## src/rtl/pcft_pkg.sv

```systemverilog
`timescale 1ns / 1ps
`default_nettype none
package pcft_pkg;

  // Default sizing of the per-CPU tables.
  localparam int ENTRIES_DEF = 16;
  localparam int CPUS_DEF    = 4;

  // Depth of the request queue between the front and the back.
  localparam int QDEPTH = 2;

  // Fixed field widths.
  localparam int OP_W   = 2;
  localparam int CPU_FW = 2;
  localparam int PID_W  = 22;
  localparam int CNT_W  = 32;
  localparam int TAG_W  = 32;
  localparam int SLOT_W = 4;
  localparam int ST_W   = 3;

  // Request operations.
  localparam logic [OP_W-1:0] OP_COUNT = 2'd0;
  localparam logic [OP_W-1:0] OP_READ  = 2'd1;
  localparam logic [OP_W-1:0] OP_CLEAR = 2'd2;

  // Result status codes.
  localparam logic [ST_W-1:0] ST_IGNORED  = 3'd0;
  localparam logic [ST_W-1:0] ST_HIT      = 3'd1;
  localparam logic [ST_W-1:0] ST_INSERTED = 3'd2;
  localparam logic [ST_W-1:0] ST_REPLACED = 3'd3;
  localparam logic [ST_W-1:0] ST_READ     = 3'd4;
  localparam logic [ST_W-1:0] ST_CLEARED  = 3'd5;

  // Class of a request as decided by the front.
  typedef enum logic [1:0] {
    CLS_IGN,
    CLS_READ,
    CLS_CLEAR,
    CLS_COUNT
  } pcft_cls_t;

  // A classified request as it waits in the queue.
  typedef struct packed {
    pcft_cls_t          cls;
    logic [CPU_FW-1:0]  cpu;
    logic [SLOT_W-1:0]  rslot;
    logic [PID_W-1:0]   pid;
    logic [TAG_W-1:0]   tag;
  } pcft_item_t;

  // One table slot.
  typedef struct packed {
    logic [PID_W-1:0] pid;
    logic [CNT_W-1:0] count;
    logic [TAG_W-1:0] tag;
  } pcft_entry_t;

  // One result.
  typedef struct packed {
    logic [ST_W-1:0]   status;
    logic [SLOT_W-1:0] slot;
    logic [PID_W-1:0]  entry_pid;
    logic [CNT_W-1:0]  entry_count;
    logic [TAG_W-1:0]  entry_tag;
    logic [PID_W-1:0]  evicted_pid;
  } pcft_result_t;

endpackage
`default_nettype wire

```

## src/rtl/pcft_front.sv

```systemverilog
`timescale 1ns / 1ps
`default_nettype none
module pcft_front import pcft_pkg::*; #(
  parameter int ENTRIES = ENTRIES_DEF,
  parameter int CPUS    = CPUS_DEF
) (
  input  wire logic              in_valid,
  output logic                   in_ready,
  input  wire logic [OP_W-1:0]   in_op,
  input  wire logic [CPU_FW-1:0] in_cpu,
  input  wire logic [PID_W-1:0]  in_pid,
  input  wire logic [TAG_W-1:0]  in_task_tag,
  input  wire logic [SLOT_W-1:0] in_read_slot,
  input  wire logic              q_full,
  output logic                   q_push,
  output pcft_item_t             q_item
);

  logic cpu_ok;
  logic slot_ok;

  assign cpu_ok   = int'(in_cpu) < CPUS;
  assign slot_ok  = int'(in_read_slot) < ENTRIES;
  assign in_ready = !q_full;
  assign q_push   = in_valid && !q_full;

  always_comb begin
    q_item.cpu   = in_cpu;
    q_item.rslot = in_read_slot;
    q_item.pid   = in_pid;
    q_item.tag   = in_task_tag;
    // Anything out of range, an unknown op or a count without a process is dropped to a
    // plain ignore so that the back never has to check it again.
    priority if (!cpu_ok) begin
      q_item.cls = CLS_IGN;
    end else if (in_op == OP_READ) begin
      q_item.cls = slot_ok ? CLS_READ : CLS_IGN;
    end else if (in_op == OP_CLEAR) begin
      q_item.cls = CLS_CLEAR;
    end else if (in_op == OP_COUNT && in_pid != '0) begin
      q_item.cls = CLS_COUNT;
    end else begin
      q_item.cls = CLS_IGN;
    end
  end

endmodule
`default_nettype wire

```

## config.mk

```make
export PLATFORM = sky130hd
export DESIGN_NAME = pcft_front
export DESIGN_NICKNAME = d
export VERILOG_FILES = /design/src/rtl/pcft_pkg.sv /design/src/rtl/pcft_front.sv
export SDC_FILE = /design/constraint.sdc
export NUM_CORES = 1
export LEC_CHECK = 0
export BUFFER_PORTS_ARGS = -buffer_cell sky130_fd_sc_hd__buf_2
export CAP_MARGIN = 20
export CORE_MARGIN = 3
export CORE_UTILIZATION = 25
export DETAILED_ROUTE_END_ITERATION = 12
export PLACE_DENSITY = 0.87
export SYNTH_ARGS = -nofsm -noshare
export SYNTH_HDL_FRONTEND = slang
export SYNTH_SLANG_ARGS = --single-unit
```

## constraint.sdc

```tcl
create_clock -name vclk -period 2.6
set_input_delay 0.26 -clock vclk [all_inputs]
set_output_delay 0.26 -clock vclk [all_outputs]
set_load 0.02 [all_outputs]
```

# ---- Yosys cells after proc, flatten, opt, wreduce, memory -nomap -nowiden
# Cells that the tools add are included.
dict set report op_classes {
  n_addsub 0
  multipliers 0
  div_mod_pow 0
  n_lt_le_gt_ge 0
  n_eq_ne 2
  n_shift 0
  muxes 3
  n_bitwise 0
  reduce_logical 5
}
# cell n
set op_table {}
lappend op_table {{22-bit nonzero test} 1}
lappend op_table {{2-bit two-way mux} 3}
lappend op_table {{2-bit by 1-bit equality test with 1-bit output, second input constant} 1}
lappend op_table {{2-bit equality test, second input constant} 1}
lappend op_table {{1-bit logical AND} 2}
lappend op_table {{2-bit zero test} 1}
lappend op_table {{1-bit zero test} 1}
dict set report totals {
  reg_bits 0
  latch_bits 0
  ramBits 0
  mem_bits_ro 0
  output_inout_bits 64
  elab_cells 10
  mem_count 0
}

# ---- Depth between registers and ports, before layout
dict set report depth {
  depth_word 5
  depth_mapped 3
  depth_no_buf 3
}

# ---- Least setup slack after synthesis
# No wires, ideal clock.
dict set report synth_timing {
  kind {input -> output}
  startpoint {in in_pid[6]}
  endpoint {out q_item[60] (netlist name)}
  arrival_time_ns 1.131
  required_ns 2.340
  setup_slack_ns 1.209
  cell_stages 3
  path_cell_list {or4_1 nor3_2 a31oi_1}
}
# element line_no
set synth_rtl {}
lappend synth_rtl {{from (decl)} pcft_front.sv:11} ;# input wire logic [PID_W-1:0] in_pid,
lappend synth_rtl {{to (decl)} pcft_front.sv:16} ;# output pcft_item_t q_item

==> reports/metrics.cfg <==
[route]
drt_pass1_iterations=2
wl_per_cell_um=12.4
vias=364
drc=0
wl_mm=1.14
vias_per_cell=3.96
first_iter_violations=2
postRouteAntennaNets=0

[setup_path]
critPathTopFamily=simple AND/OR/NAND/NOR gates
worstPathCellList=buf_2 > or4_1 > nor3_2 > a31oi_1 > buf_2
cp.arrival_ps=1310
endpoint_kind=primary output
crit_fanout=2
worstSetupPathType=in2out
cp_common_cell=buf_2
cp.required_ps=2340
crit_slowest_cell=or4_1
crit_buf_inv=2
cp-start-kind=input pin
slowest_delay_ps=530

[placed_design]
place_congestion=0.459
dp_hpwl_mm=1.03
io_buffers=52

[floorplan]
io_pins=128
start_util=0.268
die_height_um=52.1
rows=16
die-area_um2=2720
die_w_um=52.1
core-area_um2=1980

[synth]
synth_cells=73
synth_nets=137
yosysTopAreaCellShare=0.847
synth_seq_area_share=0
yosys.cell_types.count=8
yosysWarnings=0
syn_area_per_cell_um2=7.28
synth_area_leaders=buf_4 85%, nor4_1 4.7%, a31oi_1 2.4%
netlist.top_cell.by_area=buf_4
syn_area_um2=532

[global_route]
track_usage=0.0635
grt-ovfl-total=0
grt_pass1_wl_mm=1.32
antenna_found_initial=0
grt_pass1_vias=294
grt_start_max_net_pins=3

[hold_path]
hp-start=in_task_tag[23]
whs_path_depth=0
holdPathEnd=q_item[23]
holdCritPathClass=in2out

[timing]
slew_headroom=0.816
rsz0062_at_grt=no
timing_worst_slew_pin_value_ps=273
setup_viol=0
max_freq_ghz=0.637
hold_viol=0
tns_ps=0
drv_slew=0
final.min_clock_period_ps=1570
min_period_over_period=0.604

[clocking]
cts-hold-fix-buffers=0
ctsResizeCount=0
postCtsSetupBuffers=0

[power_and_ir_drop]
vdd_drop_max_uv=64.5
pwr_density_cell_nw_per_um2=205
power.total_w=0.0000768
p_leak_nw=0.235

[status]
outcome=finished clean

[cells_and_area]
layout_common_cells=52 x buf_2, 4 x nor4_1, 3 x inv_1, 2 x a31oi_1
layout-drive-gt1-share=0.815
nNetsFinal=131
final_common_cell=buf_2
regArea_um2=0
fill_cells=239
area_delta_synth_final_pct=-29.4
nClkBuffers=0
seq_cells=0
insertedDiodeCount=0

[job]
maxCapViolCount=0

==> how the worst max path moves through the flow <==
stage                         start    endpoint  slack [ps]  cells after the start
after floorplan           in_pid[6]  q_item[60]        1210                      3
after global placement    in_pid[6]  q_item[61]        1060                      5
after detailed placement  in_pid[6]  q_item[60]        1030                      5
after CTS                 in_pid[6]  q_item[60]        1030                      5
after global routing      in_pid[6]  q_item[60]         960                      5
final                     in_pid[6]  q_item[60]        1030                      5
==> where the power goes <==
group          switching, W  leakage (nW)  internal (W)
Sequential                0             0             0
Clock                     0             0             0
Combinational     0.0000467         0.235     0.0000301
==> stage by stage <==
stage | std cells | cell area (um^2) | hold slack [ps] | util | worst slack, ps
6_report | 92 | 375 | 520 | 0.189 | 1030
4_1_cts | 92 | 375 | 520 | 0.189 | 1030
3_3_place_gp | 92 | 375 | 520 | 0.189 | 1060
3_5_place_dp | 92 | 375 | 520 | 0.189 | 1030
5_1_grt | 92 | 375 | 520 | 0.189 | 958
2_1_floorplan | 73 | 532 | 597 | - | 1210
==> metal layers <==
layer / share of wire / GRT usage / vias up
li1: - / - / 157
met1: 0.27 / 0.0527 / 159
met2: 0.48 / 0.126 / 46
met3: 0.24 / 0.0372 / 2
met4: 0.0053 / 0.0131 / 0
met5: 0 / 0 / -
==> cell usage after synthesis, drive strengths merged <==
cell / n
a31oi: 2
and4: 1
buf: 60
inv: 3
nor2b: 1
nor3: 1
nor4: 4
or4: 1
==> final cells by class <==
cell class,count,area [um^2],share of cell area
repair buffers,52,260,0.693
well taps,27,33.8,0.0900
multi-input cells,10,70.1,0.187
inverters,3,11.3,0.0300
==> cells by family after synthesis <==
family,after synthesis,synth area share
compound gates,2,0.0235
buf+inv,63,0.868
simple gates,8,0.108
No activity file was read; power rests on OpenSTA's default activity.
