**src/rtl/pcft_pkg.sv**
```systemverilog
`timescale 1ns / 1ps
`default_nettype none
package pcft_pkg;

  // Default sizing of the per-CPU tables.
  localparam int ENTRIES_DEF = 16;
  localparam int CPUS_DEF    = 4;

  // Depth of the request queue between the front and the back.
  localparam int QDEPTH = 2;

  // Fixed field widths.
  localparam int OP_W   = 2;
  localparam int CPU_FW = 2;
  localparam int PID_W  = 22;
  localparam int CNT_W  = 32;
  localparam int TAG_W  = 32;
  localparam int SLOT_W = 4;
  localparam int ST_W   = 3;

  // Request operations.
  localparam logic [OP_W-1:0] OP_COUNT = 2'd0;
  localparam logic [OP_W-1:0] OP_READ  = 2'd1;
  localparam logic [OP_W-1:0] OP_CLEAR = 2'd2;

  // Result status codes.
  localparam logic [ST_W-1:0] ST_IGNORED  = 3'd0;
  localparam logic [ST_W-1:0] ST_HIT      = 3'd1;
  localparam logic [ST_W-1:0] ST_INSERTED = 3'd2;
  localparam logic [ST_W-1:0] ST_REPLACED = 3'd3;
  localparam logic [ST_W-1:0] ST_READ     = 3'd4;
  localparam logic [ST_W-1:0] ST_CLEARED  = 3'd5;

  // Class of a request as decided by the front.
  typedef enum logic [1:0] {
    CLS_IGN,
    CLS_READ,
    CLS_CLEAR,
    CLS_COUNT
  } pcft_cls_t;

  // A classified request as it waits in the queue.
  typedef struct packed {
    pcft_cls_t          cls;
    logic [CPU_FW-1:0]  cpu;
    logic [SLOT_W-1:0]  rslot;
    logic [PID_W-1:0]   pid;
    logic [TAG_W-1:0]   tag;
  } pcft_item_t;

  // One table slot.
  typedef struct packed {
    logic [PID_W-1:0] pid;
    logic [CNT_W-1:0] count;
    logic [TAG_W-1:0] tag;
  } pcft_entry_t;

  // One result.
  typedef struct packed {
    logic [ST_W-1:0]   status;
    logic [SLOT_W-1:0] slot;
    logic [PID_W-1:0]  entry_pid;
    logic [CNT_W-1:0]  entry_count;
    logic [TAG_W-1:0]  entry_tag;
    logic [PID_W-1:0]  evicted_pid;
  } pcft_result_t;

endpackage
`default_nettype wire

```
**src/rtl/pcft_queue.sv**
```systemverilog
`timescale 1ns / 1ps
`default_nettype none
module pcft_queue import pcft_pkg::*; (
  input  wire logic       clk,
  input  wire logic       rst_n,
  input  wire logic       push,
  input  wire pcft_item_t push_item,
  input  wire logic       pop,
  output logic            full,
  output logic            empty,
  output pcft_item_t      head
);

  localparam int PTR_W = (QDEPTH > 1) ? $clog2(QDEPTH) : 1;
  localparam int CNT_W_Q = $clog2(QDEPTH + 1);

  pcft_item_t           buf_r [QDEPTH];
  logic [PTR_W-1:0]     wr_ptr_r, wr_ptr_nxt;
  logic [PTR_W-1:0]     rd_ptr_r, rd_ptr_nxt;
  logic [CNT_W_Q-1:0]   fill_r, fill_nxt;

  assign full  = fill_r == CNT_W_Q'(QDEPTH);
  assign empty = fill_r == '0;
  assign head  = buf_r[rd_ptr_r];

  always_comb begin
    wr_ptr_nxt = wr_ptr_r;
    rd_ptr_nxt = rd_ptr_r;
    fill_nxt   = fill_r;
    if (push) begin
      wr_ptr_nxt = (wr_ptr_r == PTR_W'(QDEPTH - 1)) ? '0 : wr_ptr_r + PTR_W'(1);
    end
    if (pop) begin
      rd_ptr_nxt = (rd_ptr_r == PTR_W'(QDEPTH - 1)) ? '0 : rd_ptr_r + PTR_W'(1);
    end
    if (push && !pop) begin
      fill_nxt = fill_r + CNT_W_Q'(1);
    end else if (pop && !push) begin
      fill_nxt = fill_r - CNT_W_Q'(1);
    end
  end

  always_ff @(posedge clk) begin
    if (!rst_n) begin
      wr_ptr_r <= '0;
      rd_ptr_r <= '0;
      fill_r   <= '0;
    end else begin
      wr_ptr_r <= wr_ptr_nxt;
      rd_ptr_r <= rd_ptr_nxt;
      fill_r   <= fill_nxt;
    end
  end

  always_ff @(posedge clk) begin
    if (push) begin
      buf_r[wr_ptr_r] <= push_item;
    end
  end

endmodule
`default_nettype wire

```
**config.mk**
```make
export PLATFORM = sky130hd
export DESIGN_NAME = pcft_queue
export DESIGN_NICKNAME = d
export VERILOG_FILES = /design/src/rtl/pcft_pkg.sv /design/src/rtl/pcft_queue.sv
export SDC_FILE = /design/constraint.sdc
export NUM_CORES = 1
export LEC_CHECK = 0
export BUFFER_PORTS_ARGS = -buffer_cell sky130_fd_sc_hd__buf_2
export CORE_ASPECT_RATIO = 0.75
export CORE_MARGIN = 2
export CORE_UTILIZATION = 30
export DETAILED_ROUTE_END_ITERATION = 12
export PLACE_DENSITY = 0.55
export SLEW_MARGIN = 10
export SYNTH_ARGS = -nofsm -noshare
export SYNTH_HDL_FRONTEND = slang
export SYNTH_SLANG_ARGS = --single-unit
```
**constraint.sdc**
```tcl
create_clock -name clk -period 3.4 [get_ports clk]
set_input_delay 0.17 -clock clk [delete_from_list [all_inputs] [get_ports clk]]
set_output_delay 0.17 -clock clk [all_outputs]
set_load 0.02 [all_outputs]
```
# == Word-level counts from Yosys, hierarchy flattened ==
# Memories as Yosys holds them, arrays and structs flattened. A register that Yosys moved wholly into a read port is not among the register bits.
# Cells that the tools add are included.
# op_classes
n_addsub,4
n_eq_ne,1
n_mux,8
reduce_logical,6
# op_table
op,count
2-to-1 mux 1 bit,6
2-to-1 mux 2 bit,2
adder 1 bit (second input constant),2
adder 2 x 1 -> 2 bit (second input constant),1
equality test 2 bit (second input constant),1
logical AND 1 bit,2
zero test 1 bit,2
zero test 2 bit,1
nonzero test 2 bit,1
subtractor 2 x 1 -> 2 bit (second input constant),1
# totals
regBits,4
ram_bits,124
n_memories,1
# mem_list
name,depth,width,rd,rd_clocked_by_memory_dff,write_ports,line,rtl
buf_r,2,62,1,1,1,pcft_queue.sv:17,pcft_item_t buf_r [QDEPTH];

# == Longest topological paths before layout ==
# logic_depth
word_depth,4
depth_mapped,5
ltp_nobuf,5

# == Least setup slack after synthesis ==
# No wires, ideal clock.
# synth_timing
path_kind,register -> register
from,reg wr_ptr_r
to,"mem buf_r[0][0] (netlist name), enable pin"
arrival_ns,3.086
required_time_ns,2.909
path_slack_ns,-0.176
path_stages_with_launch,2
path_buffers,0
synth_period_minus_slack_ns,3.576
cell_sequence,dfxtp_1 nor2b_1
# synth_rtl
item,line,rtl
start: declaration,pcft_queue.sv:18,"logic [PTR_W-1:0] wr_ptr_r, wr_ptr_nxt;"
start signal: assignment,pcft_queue.sv:49,wr_ptr_r <= wr_ptr_nxt;
end: declaration,pcft_queue.sv:17,
# No word-level cell before the write port.

==> flow_summary_export.csv <==
group,metric,value,unit
run_status,status,"finished clean",
pwr,leakage,0.002565,uW
die,pin_count,130,
synthesis,ys.flop_type,"edfxtp_1",
timing,relSlewSlack,35.78,%
drt,vias_per_cell,4.171,
clocking,cts.sinks,129,
layout,area.growth.synth_to_final,44.09,%
synthesis,synth-xor-area-share,0.5575,%
die,start_util,30.86,%
global_routing,grtUsageTotal,11.73,%
die,core_area,15270,um2
synthesis,syn_area,4713,um2
layout,antennaDiodeCount,0,
setup_path,critical_path_class,"reg2out",
layout,multi_input_area,823.3,um2
synthesis,yosysTopAreaCell,"edfxtp_1",
synthesis,synth_fp_nets,282,
layout,ff_latch_area,3825,um2
setup_path,crit_path_start_kind,"flop",
setup_path,crit_fanout,34,
worst_hold_path,hold_class,"in2reg",
setup_path,cp_data_required_time,3.23,ns
synthesis,async_flop_share,0,%
setup_path,crit_family,"flip-flops",
synthesis,synthAdderAreaFrac,0.2655,%
drt,dr_total_vias,2661,
synthesis,synth-simple-area-share,1.195,%
clocking,cts_max_path_buffers,2,
die,die_y,112.6,um
setup_path,r2r-start,"wr_ptr_r",
global_routing,grt_max_degree,63,
die,row_count,39,
clocking,cts-root-buf,"clkbuf_16",
pwr,p_total,4109,uW
setup_path,r2r_cells,2,
timing,period_needed,2.297,ns
clocking,clock_latency,0.41,ns
layout,instances_no_fill,638,
die,dieWidth,148.7,um
placement,dpl.hpwl,5564,um
layout,n_fill_cell,1365,
setup_path,end_kind,"output port",
drt,drcViolationCount,0,
pwr,ir_worst_vdd,326.2,uV
setup_path,slowest_delay,0.80,ns
setup_path,endpoint,"head[38]",
layout,drive_above_1_share,51.27,%
placement,placed_cells,544,
synthesis,synth_top_family_by_area,"multiplexers",
global_routing,antenna_found_initial,0,
synthesis,synth_compound_area_share,0.4247,%
synthesis,synth_edf_count,124,
clocking,cts_resized,0,
synthesis,synth_area_per_cell,21.92,um2
timing,fin_tns_setup,0,ns
timing,fin_crit_sh,67.55,%
clocking,tritoncts,"built",
setup_path,crit_buf_inv,2,
timing,finalHoldViolations,0,
timing,rsz0062_at_grt,"false",
timing,worst_slew_pin_slew,0.9612,ns
synthesis,yosys_warnings,0,
clocking,cts_hold_buffers,62,
setup_path,cpMaxStageDelayCell,"dfxtp_2",
placement,place.gp.congestion,0.7023,
flow_run,maxCapViolations,0,
setup_path,r2r_end,"buf_r[0][10]",
clocking,post_cts_buffers,0,
synthesis,synthCells,215,
setup_path,r2r_slack,1.66,ns
pwr,p_per_area,605.1,nW/um2
timing,maxSlewViolCount,0,
synthesis,seq_area_frac_synth,81.13,%
die,die-area,16740,um2
global_routing,grt_pass1_wl,14520,um
synthesis,yosysUniqueCellTypes,17,
synthesis,synthDominantCellAreaShare,79.00,%
layout,final_nets,487,
timing,worst_clock_skew,0.005188,ns
layout,fin_util,44.47,%
drt,final_antenna_net_count,0,
setup_path,arrival,2.13,ns
layout,final_area,6792,um2
synthesis,ys_ff_latch,129,
drt,wire_per_inst,14.50,um
drt,dr.pass1.iters,4,
clocking,clk_pin_slew,0.06,ns
placement,dpl_cell_area,5594,um2
placement,io_buffers,129,
global_routing,grt_pass1_vias,2950,
synthesis,synthMuxAreaShare,14.81,%
drt,drt_wl_total,9248,um
timing,max_freq,435.4,MHz
global_routing,gr-total-overflow,0,
setup_path,cp.depth,3,
timing,setup_viol,0,
drt,drtIter0Drc,78,
clocking,cts_inserted_buffers,17,
clocking,h-tree-depth,4,
synthesis,synthTopCellsByArea,"edfxtp_1 79%, mux2_2 15%, dfxtp_1 2.1%",
setup_path,crit_chain,"buf_12 > mux2_2 > buf_2",
-- per-stage QoR --
stage	hold slack, ns	setup WS, ns
final	0.02201	1.103
after global routing	0.008077	0.9731
after detailed placement	0.3616	1.501
after global placement	0.3567	1.521
after floorplan	0.2689	1.025
after CTS	0.003763	1.037
-- where the power goes --
part	internal [uW]	switching, uW	leakage (uW)
logic	221	243	0.00108
clock network	1140	637	0.000278
registers	1840	33.4	0.00121
-- flip-flops by register name (all words and copies together), names as in the netlist, named ones only --
signal    cells
buf_r       124
fill_r        2
rd_ptr_r      1
wr_ptr_r      1
-- area by class of cell --
class | count | area share (%)
clock buffer | 19 | 6.374
clock inverter | 13 | 2.119
inverter | 1 | 0.05527
multi-input combinational | 78 | 12.12
sequential | 129 | 56.32
tap | 205 | 3.777
timing repair buffer | 193 | 19.23
-- cell usage in the layout (no fill, tap or decap), types with 2 or more instances in the layout --
master,n
buf_2,129
edfxtp_1,124
mux2_2,62
dlygate4sd3_1,62
clkbuf_16,17
clkinv_1,5
dfxtp_1,4
and2_1,3
bufinv_16,3
xor2_1,2
clkbuf_1,2
clkinv_2,2
clkinv_4,2
buf_12,2
-- layer usage --
metal	share of wire (%)	wire (um)	up-vias	track usage (%)
li1	-	-	1260	-
met1	43	4001	1302	13.35
met2	49	4486	86	19.10
met3	6.3	579	13	5.081
met4	2.0	181	0	5.587
met5	0	0	-	0
-- worst register-to-register path, cell delays in order, from the launching register on --
cell and delay [ns]:
dfxtp_1 0.34, nor2b_4 0.76, buf_12 0.33
-- cells in the mapped netlist (2+ instances only) --
| cell type | instances |
|---|---|
| buf_6 | 6 |
| edfxtp_1 | 124 |
| nor2b_1 | 2 |
| xor2_1 | 2 |
| and2_1 | 4 |
| dfxtp_1 | 5 |
| mux2_2 | 62 |
-- kinds of logic (layout without fill, tap and decap cells) --
family / after synthesis / in the layout
buf+inv: 8 / 226
compound gates: 3 / 3
simple gates: 9 / 9
xor+xnor: 3 / 3
flops: 129 / 129
mux: 62 / 62
fa+ha+maj: 1 / 1
-- how the worst min path moves through the flow --
stage	slack [ns]	from	depth (start not counted)	endpoint
after floorplan	0.27	push_item[0]	0	buf_r[0][0]
after global placement	0.36	push_item[37]	1	buf_r[0][37]
after detailed placement	0.36	push_item[42]	1	buf_r[0][42]
after CTS	0.004	rst_n	2	wr_ptr_r
after global routing	0.008	rst_n	2	wr_ptr_r
final	0.02	rst_n	2	wr_ptr_r
Power figures use the tool's default switching activity.
